===== src/design/sfpbm_pkg.sv =====
// ----------------------------------------------------------------------------
// Sound file player bus mapper package
// Codes, controller types, interface structs and constant tables.
// ----------------------------------------------------------------------------
package sfpbm_pkg;

	localparam int WORK_RAM_DEPTH_DEF = 8192;
	localparam int SLOT_COUNT = 8;

	localparam logic [15:0] BANK_MASK  = 16'h5FF8;
	localparam logic [15:0] ADDR_INIT  = 16'h41FE;
	localparam logic [15:0] ADDR_FLAG  = 16'h41FF;
	localparam logic [15:0] ADDR_VECT  = 16'hFFFA;
	localparam logic [2:0]  RAM_REGION = 3'b011;
	localparam logic [7:0]  STUB_PAGE  = 8'h41;

	localparam logic [7:0] OFS_INIT_LO = 8'h01;
	localparam logic [7:0] OFS_INIT_HI = 8'h02;
	localparam logic [7:0] OFS_PLAY_LO = 8'h04;
	localparam logic [7:0] OFS_PLAY_HI = 8'h05;
	localparam logic [7:0] OFS_FLAG    = 8'hFF;

	localparam int BTN_LEFT  = 6;
	localparam int BTN_RIGHT = 7;

	localparam logic [2:0] CFG_BANK_COUNT    = 3'd0;
	localparam logic [2:0] CFG_FIRST_SONG    = 3'd1;
	localparam logic [2:0] CFG_SONG_TOTAL    = 3'd2;
	localparam logic [2:0] CFG_INIT_ADDR     = 3'd3;
	localparam logic [2:0] CFG_PLAY_ADDR     = 3'd4;
	localparam logic [2:0] CFG_BANK_ENABLE   = 3'd5;
	localparam logic [2:0] CFG_INITIAL_BANKS = 3'd6;

	typedef enum logic [1:0] {
		OP_READ     = 2'd0,
		OP_WRITE    = 2'd1,
		OP_POWER_ON = 2'd2
	} op_t;

	typedef enum logic [1:0] {
		SRC_INTERNAL = 2'd0,
		SRC_ROM      = 2'd1,
		SRC_OPEN_BUS = 2'd2,
		SRC_NONE     = 2'd3
	} src_t;

	typedef enum logic [2:0] {
		ST_IDLE,
		ST_ACCESS,
		ST_CLEAR,
		ST_DIV_LOAD,
		ST_DIV_STEP,
		ST_STORE,
		ST_DONE
	} state_t;

	typedef struct packed {
		logic load;
		logic access;
		logic clear_step;
		logic div_load;
		logic div_step;
		logic store;
		logic finish;
	} ctrl_cmd_t;

	typedef struct packed {
		logic is_init;
		logic is_power;
		logic bank_hit;
		logic bank_en;
		logic multi;
		logic div_last;
		logic slot_last;
		logic clear_last;
	} dp_status_t;

	function automatic logic [7:0] vector_byte(input logic [2:0] idx);
		logic [7:0] b;
		case (idx)
			3'd0: b = 8'h07;
			3'd1: b = 8'h41;
			3'd2: b = 8'h10;
			3'd3: b = 8'h41;
			3'd4: b = 8'h06;
			3'd5: b = 8'h41;
			default: b = 8'h00;
		endcase
		return b;
	endfunction

	function automatic logic [7:0] stub_byte(input logic [7:0] ofs);
		logic [7:0] b;
		case (ofs)
			8'h00: b = 8'h4C; 8'h03: b = 8'h4C; 8'h06: b = 8'h40; 8'h07: b = 8'h48;
			8'h08: b = 8'hAD; 8'h09: b = 8'h02; 8'h0A: b = 8'h20; 8'h0B: b = 8'h8D;
			8'h0C: b = 8'hFF; 8'h0D: b = 8'h41; 8'h0E: b = 8'h68; 8'h0F: b = 8'h40;
			8'h10: b = 8'h78; 8'h11: b = 8'hD8; 8'h12: b = 8'hA9; 8'h14: b = 8'h8D;
			8'h16: b = 8'h20; 8'h17: b = 8'h8D; 8'h18: b = 8'h01; 8'h19: b = 8'h20;
			8'h1A: b = 8'h2C; 8'h1B: b = 8'h02; 8'h1C: b = 8'h20; 8'h1D: b = 8'h2C;
			8'h1E: b = 8'h02; 8'h1F: b = 8'h20; 8'h20: b = 8'h10; 8'h21: b = 8'hFB;
			8'h22: b = 8'h2C; 8'h23: b = 8'h02; 8'h24: b = 8'h20; 8'h25: b = 8'h10;
			8'h26: b = 8'hFB; 8'h27: b = 8'hA9; 8'h28: b = 8'h80; 8'h29: b = 8'h8D;
			8'h2B: b = 8'h20; 8'h2C: b = 8'h8D; 8'h2D: b = 8'hFE; 8'h2E: b = 8'h41;
			8'h2F: b = 8'h20; 8'h31: b = 8'h41; 8'h32: b = 8'hA9; 8'h34: b = 8'h8D;
			8'h35: b = 8'hFF; 8'h36: b = 8'h41; 8'h37: b = 8'h2C; 8'h38: b = 8'hFF;
			8'h39: b = 8'h41; 8'h3A: b = 8'h10; 8'h3B: b = 8'hFB; 8'h3C: b = 8'hA9;
			8'h3E: b = 8'h8D; 8'h3F: b = 8'hFF; 8'h40: b = 8'h41; 8'h41: b = 8'h20;
			8'h42: b = 8'h03; 8'h43: b = 8'h41; 8'h44: b = 8'h2C; 8'h45: b = 8'hFF;
			8'h46: b = 8'h41; 8'h47: b = 8'h10; 8'h48: b = 8'hFB; 8'h49: b = 8'h30;
			8'h4A: b = 8'hF1;
			default: b = 8'h00;
		endcase
		return b;
	endfunction

endpackage


===== src/design/sfpbm_ctrl.sv =====
// ----------------------------------------------------------------------------
// Bus mapper controller
// Sequences access, RAM clear, bank remainder steps and result delivery.
// ----------------------------------------------------------------------------
module sfpbm_ctrl (
	input  logic                   clk,
	input  logic                   arst_n,
	input  logic                   start,
	input  sfpbm_pkg::dp_status_t  status,
	output sfpbm_pkg::ctrl_cmd_t   cmd,
	output logic                   busy
);

	import sfpbm_pkg::*;

	state_t state_q;
	state_t state_next;

	always_ff @(posedge clk or negedge arst_n) begin
		if (!arst_n) begin
			state_q <= ST_IDLE;
		end else begin
			state_q <= state_next;
		end
	end

	always_comb begin
		state_next = state_q;
		case (state_q)
			ST_IDLE: begin
				if (start) begin
					state_next = ST_ACCESS;
				end
			end
			ST_ACCESS: begin
				if (status.is_init) begin
					state_next = ST_CLEAR;
				end else if (status.is_power || status.bank_hit) begin
					state_next = ST_DIV_LOAD;
				end else begin
					state_next = ST_DONE;
				end
			end
			ST_CLEAR: begin
				if (status.clear_last) begin
					state_next = status.bank_en ? ST_DIV_LOAD : ST_DONE;
				end
			end
			ST_DIV_LOAD: begin
				state_next = ST_DIV_STEP;
			end
			ST_DIV_STEP: begin
				if (status.div_last) begin
					state_next = ST_STORE;
				end
			end
			ST_STORE: begin
				if (status.multi && !status.slot_last) begin
					state_next = ST_DIV_LOAD;
				end else begin
					state_next = ST_DONE;
				end
			end
			ST_DONE: begin
				state_next = ST_IDLE;
			end
			default: begin
				state_next = ST_IDLE;
			end
		endcase
	end

	always_comb begin
		cmd  = '0;
		busy = 1'b1;
		case (state_q)
			ST_IDLE: begin
				busy     = 1'b0;
				cmd.load = start;
			end
			ST_ACCESS:   cmd.access     = 1'b1;
			ST_CLEAR:    cmd.clear_step = 1'b1;
			ST_DIV_LOAD: cmd.div_load   = 1'b1;
			ST_DIV_STEP: cmd.div_step   = 1'b1;
			ST_STORE:    cmd.store      = 1'b1;
			ST_DONE:     cmd.finish     = 1'b1;
			default: begin
				busy = 1'b1;
			end
		endcase
	end

endmodule


===== config.mk =====
export PLATFORM = sky130hd
export DESIGN_NAME = sfpbm_ctrl
export DESIGN_NICKNAME = d
export VERILOG_FILES = /design/src/design/sfpbm_pkg.sv /design/src/design/sfpbm_ctrl.sv
export SDC_FILE = /design/constraint.sdc
export NUM_CORES = 1
export LEC_CHECK = 0
export ABC_AREA = 1
export BUFFER_PORTS_ARGS = -buffer_cell sky130_fd_sc_hd__buf_4
export CAP_MARGIN = 15
export CORE_AREA = 2 2 39 41
export CTS_BUF_LIST = sky130_fd_sc_hd__clkbuf_4
export DETAILED_ROUTE_END_ITERATION = 10
export DIE_AREA = 0 0 41 43
export PLACE_DENSITY = 0.45
export SYNTH_ARGS = -nofsm -noshare
export SYNTH_HDL_FRONTEND = slang
export SYNTH_SLANG_ARGS = --single-unit

===== constraint.sdc =====
create_clock -name clk -period 1.1 [get_ports clk]
set_input_delay 0.22 -clock clk [delete_from_list [all_inputs] [get_ports clk]]
set_output_delay 0.22 -clock clk [all_outputs]
set_load 0.05 [all_outputs]

-- Yosys cells after proc, flatten, opt, wreduce, memory -nomap -nowiden
Index checks and enable logic that the tools add are counted.
- input port bits: 11
- output and inout bits: 8
- register bits: 3
- word-level logic and storage cells: 31
- eq/ne operators: 9
- reductions and logical operators: 5
- mux-type cells: 16
- operators by type and width (operator ; number):
    two-way mux 3 bit ; 7
    one-hot mux 3 bit (6 select lines) ; 1
    equality test 3 bit, second input constant ; 3
    two-way mux 1 bit ; 8
    equality test 3 x 2 -> 1 bit, second input constant ; 2
    != test 2 bit, second input constant ; 3
    equality test 3 x 1 -> 1 bit, second input constant ; 1
    zero test 3 bit ; 1
    AND reduction 3 bit ; 1
    logical AND 1 bit ; 1
    zero test 1 bit ; 1
    logical OR 1 bit ; 1

-- Depth between registers and ports, before layout
Gate-level depths: netlist of run 1.
- depth in word-level cells: 4
- gate-level depth with buffers: 7
- gate-level depth less buffers: 7

-- Worst setup path before layout of run 1
OpenSTA, ideal clock, no wires.
- kind: register to output
- start point: reg state_q[0]
- end point: out cmd[6] (netlist name)
- cell stages (with the launch flop): 4
- path buffers: 0
- arrival: 1.716 ns
- data required time: 0.880 ns
- slack: -0.836 ns
- path through: dfrtp_1 nor2_2 nand2_1 nor2_1
- RTL lines (element ; line ; text):
    from (decl) ; sfpbm_ctrl.sv:16 ; state_t state_q;
    from (signal assigned) ; sfpbm_ctrl.sv:23 ; state_q <= state_next;
    to (decl) ; sfpbm_ctrl.sv:10 ; output sfpbm_pkg::ctrl_cmd_t cmd,

==> flow_summary.json, run 1 <==
{
  "worst_slew_pin_slew_ns": 0.182,
  "grt_max_degree": 6,
  "synth_compound_area_share_pct": 4.02,
  "drcViolationCount": 0,
  "outcome": "finished, violations left",
  "required_ns": 0.88,
  "hpwl_um": 654,
  "largest_reg_flops": 3,
  "max_freq_ghz": 0.725,
  "worstSkewPairLatency_ns": 0.23,
  "rows": 14,
  "io_pins": 19,
  "numPortBuffers": 18,
  "whs_path_depth": 3,
  "layout.nets": 95,
  "max_slew_margin_pct": 87.9,
  "hold_viol": 0,
  "htree_levels": 1,
  "synth-adder-area-share_pct": 0,
  "finalWorstSetupSlack_ns": -0.279,
  "r2r_cells": 7,
  "drt-total-wl_um": 824,
  "start_util_pct": 20.3,
  "ys_seq_area_share_pct": 26.8,
  "synth_area_leader_cell": "dfrtp_1",
  "synth-main-ff-cell": "dfrtp_1",
  "top_register": "state_q",
  "layout_min_cycle_time_ns": 1.38,
  "diodes": 0,
  "tritoncts": "built",
  "syn-instance-count": 50,
  "ant_nets": 0,
  "synth_xor_area_share_pct": 0,
  "overflow": 0,
  "cpPeakStageDelay_ns": 0.45,
  "ys_top_cells_by_area": "dfrtp_1 27%, inv_1 16%, nor2_1 16%",
  "hold-worst-slack_ns": 0.275,
  "total_power_uw": 2210,
  "syn_nets": 61,
  "antenna_found_initial": 0,
  "crit_slowest_cell": "dfrtp_2",
  "crit_family": "flip-flops",
  "drt_iter0_drc": 1,
  "yosys_warnings": 0,
  "peakVddDrop_mv": 1.55,
  "synthSimpleGateAreaFrac_pct": 51.8,
  "r2r-start": "state_q[0]$_DFFE_PN0P_",
  "path_cells": "nor2_4, nand2_2, clkinvlp_4, buf_8",
  "synth_async_sr_flop_share_pct": 100,
  "setup.worst_path.start_class": "flop",
  "synth.top_cell.area_share_pct": 26.8,
  "cts_sinks": 3,
  "period_share_pct": 125,
  "num_vias": 406,
  "cts_buffers": 3,
  "dieHeight_um": 43,
  "maxCapViolCount": 0,
  "synth_top_family_by_area": "simple AND/OR/NAND/NOR gates",
  "synth_common_cells": "12 x inv_1, 12 x nor2_1, 11 x nand2_1",
  "grt_pass1_wl_um": 1390,
  "path_max_fanout": 5,
  "violations": "negative setup slack",
  "clk_path_buf_depth": 2,
  "vias_per_cell": 4.10,
  "critPathKind": "flop to output pin",
  "synth_cell_types": 12,
  "power.density_nw_per_um2": 3130,
  "clock-root-buffer": "clkbuf_4",
  "min_to": "state_q[2]$_DFFE_PN0P_",
  "skew_ns": 0.00214,
  "path_clk_slew_ns": 0.03,
  "die-area_um2": 1760,
  "crit_buf_inv": 2,
  "utilization_pct": 51.1,
  "reg.largest.list": "state_q (3)",
  "drv_slew": 0,
  "rsz0062_at_grt": "true",
  "power_leakage_uw": 0.000344,
  "worst_r2r_endpoint": "state_q[2]$_DFFE_PN0P_",
  "end_kind": "output pin",
  "die_w_um": 41,
  "syn-cell-area_um2": 280,
  "grt_usage_pct": 11.2,
  "synth.area.mux_share_pct": 0,
  "place.gp.congestion": 0.706,
  "arrival_ns": 1.16,
  "min_from": "status[2]",
  "dr.pass1.iters": 4,
  "ys_ff_latch": 3,
  "synth_edf_count": 0,
  "n_fill_cell": 141,
  "finalSetupViolCount": 10,
  "syn-mean-instance-area_um2": 5.61,
  "reg2reg_setup_slack_ns": -0.08,
  "stdcell_count": 99,
  "syn_to_final_growth_pct": 152,
  "grt_pass1_vias": 371,
  "wl_per_cell_um": 8.32,
  "design.core.area_um2": 1380,
  "drive_above_1_share_pct": 67.5,
  "hp-class": "primary input to flop",
  "placedCellCount": 90
}
[power breakdown]
group | internal, uW | total [uW] | switching [uW]
Combinational | 730 | 1710 | 983
Sequential | 173 | 282 | 109
Clock | 160 | 215 | 55.0
[per-stage QoR]
step | setup slack [ns] | cell area (um2) | setup TNS [ns]
global route | -0.333 | 707 | -2.79
floorplan | -0.200 | 343 | -0.555
detailed placement | -0.0889 | 543 | -0.660
finish | -0.279 | 707 | -2.20
global placement | -0.0812 | 543 | -0.635
CTS | -0.287 | 692 | -2.29
[final cells by class]
class,instances,area [um2],area share [%]
Timing Repair Buffer,29,269,38.1
Multi-Input combinational cell,34,238,33.6
Inverter,13,72.6,10.3
Sequential cell,3,77.6,11.0
Clock buffer,4,30.0,4.25
Tap cell,16,20.0,2.83
[tightest hold or removal path: stages]
cell,delay [ns]
buf_4,0.07
nand3b_2,0.12
nand2_1,0.05
[placed cells by master, fill, tap and decap left out, drive strengths merged]
master       netlist  routed
nor2              14      14
o21ai              1       1
nand3              5       5
clkbuf             0       4
o22ai              1       1
dfrtp              3       3
clkinvlp           0       5
nand3b             1       1
nand2             11      11
dlygate4sd3        0       1
buf                0      28
inv               13       8
nor3               1       1
[kinds of logic (layout without fill, tap and decap cells)]
kind of cell           after synthesis  count (layout)
flip-flops                           3               3
AND/OR/NAND/NOR                     32              32
AO/OA/AOI/OAI                        2               2
buffers and inverters               13              46
[worst max path at each step]
stage | start | end | slack [ns] | cells after the start
6_report | state_q[0]$_DFFE_PN0P_ | cmd[2] | -0.28 | 4
5_1_grt | state_q[0]$_DFFE_PN0P_ | cmd[6] | -0.33 | 4
4_1_cts | state_q[0]$_DFFE_PN0P_ | cmd[1] | -0.29 | 4
3_5_place_dp | state_q[0]$_DFFE_PN0P_ | state_q[0]$_DFFE_PN0P_ | -0.09 | 7
3_3_place_gp | state_q[0]$_DFFE_PN0P_ | cmd[1] | -0.08 | 4
2_1_floorplan | state_q[0]$_DFFE_PN0P_ | cmd[6] | -0.20 | 3
[what timing repair did]
action	CTS	global route
pin swaps	8	0
buffers inserted	4	0
hold buffers	1	0
endpoints found under the hold margin	3	0
setup endpoints to repair	10	10
gates resized for setup	19	5
[per-layer routing]
metal / vias up / part of all wire [%] / GRT usage, %
met3: 0 / 6.4 / 1.57
met5: - / 0 / 0
met4: 0 / 0 / 4.00
met1: 180 / 42 / 13.3
met2: 13 / 51 / 19.1
li1: 213 / - / -
Power figures use the tool's default switching activity.
==> inputs of run 2 (changes only) <==
GPL_TIMING_DRIVEN = 0   (was not set)
==> run 2 against run 1 <==
Compared with the run above:
- the run still ends with negative setup slack left
- global-route usage hardly changed
- clock skew is 0.00080 ns lower
- register-to-register slack worse by 0.11 ns
- cell count is 3.0% higher
- combinational power is 5% higher
- sequential power is 12% higher
- largest cell class unchanged
- largest power group unchanged
- highest routed layer unchanged
==> flow_summary.json, run 2 (synthesis gave the netlist of run 1 again) <==
{
  "whs_path_depth": 3,
  "hpwl_um": 604,
  "final_common_cell": "buf_4",
  "die-area_um2": 1760,
  "die_w_um": 41,
  "worst_slew_pin_slew_ns": 0.216,
  "vias_per_cell": 4.04,
  "violations": "negative setup slack",
  "seq_power_share_pct": 13.5,
  "wl_per_cell_um": 7.78,
  "rows": 14,
  "endpoint": "cmd[2]",
  "diodes": 0,
  "switching_share_pct": 49.9,
  "dr.pass1.iters": 3,
  "syn_to_final_growth_pct": 167,
  "critPathLaunch": "state_q[0]$_DFFE_PN0P_",
  "critPathKind": "flop to output pin",
  "max_slew_margin_pct": 85.6,
  "maxCapViolCount": 0,
  "antenna_found_initial": 0,
  "overflow": 0,
  "reg.largest.list": "state_q (3)",
  "grt_pass1_vias": 366,
  "drv_slew": 0,
  "r2r_cells": 8,
  "finalSetupViolCount": 10,
  "dieHeight_um": 43,
  "reg2reg_setup_slack_ns": -0.19,
  "num_vias": 412,
  "layout.nets": 98,
  "hold-worst-slack_ns": 0.274,
  "period_share_pct": 128,
  "drt_iter0_drc": 3,
  "drive_above_1_share_pct": 68.6,
  "peakVddDrop_mv": 1.41,
  "r2r-start": "state_q[0]$_DFFE_PN0P_",
  "internal_power_uw": 1170,
  "grt_usage_pct": 11.2,
  "setup.worst_path.start_class": "flop",
  "place.gp.congestion": 0.688,
  "cts_sinks": 3,
  "finalWorstSetupSlack_ns": -0.305,
  "cpPeakStageDelay_ns": 0.47,
  "utilization_pct": 54.1,
  "ant_nets": 0,
  "top_register": "state_q",
  "final_area_um2": 748,
  "required_ns": 0.88,
  "max_freq_ghz": 0.712,
  "tritoncts": "built",
  "io_pins": 19,
  "hp-class": "primary input to flop",
  "place_area_um2": 498,
  "drcViolationCount": 0,
  "cts_buffers": 3,
  "clkPwrFrac_pct": 9.3,
  "drt-total-wl_um": 794,
  "power.density_nw_per_um2": 3120,
  "n_fill_cell": 132,
  "arrival_ns": 1.19,
  "design.core.area_um2": 1380,
  "rsz0062_at_grt": "true",
  "layout_min_cycle_time_ns": 1.41,
  "final_cell_mix": "19 x buf_4, 10 x nor2_1, 8 x nand2_1",
  "worst_r2r_endpoint": "state_q[2]$_DFFE_PN0P_",
  "end_kind": "output pin",
  "clk_path_buf_depth": 2,
  "worstSkewPairLatency_ns": 0.23,
  "skew_ns": 0.00134,
  "grt_pass1_wl_um": 1350,
  "hold_viol": 0,
  "outcome": "finished, violations left",
  "htree_levels": 1,
  "pwr-share-comb_pct": 77.2,
  "p_sw_uw": 1160,
  "largest_reg_flops": 3,
  "path_max_fanout": 6,
  "numPortBuffers": 18,
  "clock-root-buffer": "clkbuf_4",
  "path_cells": "nor2_4, nand2_2, clkinvlp_4, buf_8",
  "grt_max_degree": 7,
  "crit_slowest_cell": "dfrtp_2",
  "start_util_pct": 20.3,
  "path_clk_slew_ns": 0.04,
  "power_leakage_uw": 0.000366
}
-- run 2: area by class of cell --
class                      instances  area (um2)  area share, %
clock buffer                       4        30.0           4.01
inverter                          13        75.1           10.0
multi-input combinational         34         233           31.1
sequential                         3        78.8           10.5
tap                               16        20.0           2.68
timing repair buffer              32         312           41.6
-- run 2: stage by stage --
stage / worst slack [ns] / instances / setup TNS (ns) / total power [uW]
floorplan: -0.200 / 50 / -0.555 / 1180
global placement: -0.177 / 84 / -1.04 / 1470
detailed placement: -0.177 / 84 / -1.04 / 1460
CTS: -0.303 / 100 / -2.66 / 2270
global route: -0.342 / 102 / -3.06 / 2490
finish: -0.305 / 102 / -2.56 / 2330
-- run 2: power groups by stage --
stage / Sequential (uW) / Combinational (uW) / Clock (uW)
global placement: 305 / 1160 / 0
floorplan: 280 / 904 / 0
detailed placement: 305 / 1160 / 0
finish: 315 / 1800 / 217
CTS: 304 / 1740 / 226
global route: 332 / 1920 / 231
-- run 2: worst max-delay path: cells and delay by family, from the launching register on --
family	cells	cell delay, ns
simple gates	2	0.27
buf+inv	2	0.20
flops	1	0.47
-- run 2: how the worst min path moves through the flow --
stage / from / end / slack, ns
global placement: arst_n / state_q[2]$_DFFE_PN0P_ / 0.01
floorplan: arst_n / state_q[0]$_DFFE_PN0P_ / -0.08
global route: status[2] / state_q[2]$_DFFE_PN0P_ / 0.30
detailed placement: arst_n / state_q[2]$_DFFE_PN0P_ / 0.01
CTS: status[2] / state_q[2]$_DFFE_PN0P_ / 0.26
finish: status[2] / state_q[2]$_DFFE_PN0P_ / 0.27
-- run 2: timing repair --
action | 4_1_cts | 5_1_grt
setup buffers | 11 | 2
hold endpoints to repair | 3 | 0
pin swaps | 7 | 1
endpoints found under the setup margin | 10 | 10
gates resized for setup | 22 | 4
hold buffers | 1 | 0
-- run 2: routing by layer --
layer / share of wire (%) / track usage [%] / vias up / wire [um]
li1: - / - / 219 / -
met1: 41 / 13.3 / 182 / 323
met2: 53 / 17.2 / 11 / 421
met3: 6.2 / 4.71 / 0 / 49
met4: 0 / 4.00 / 0 / 0
met5: 0 / 0 / - / 0
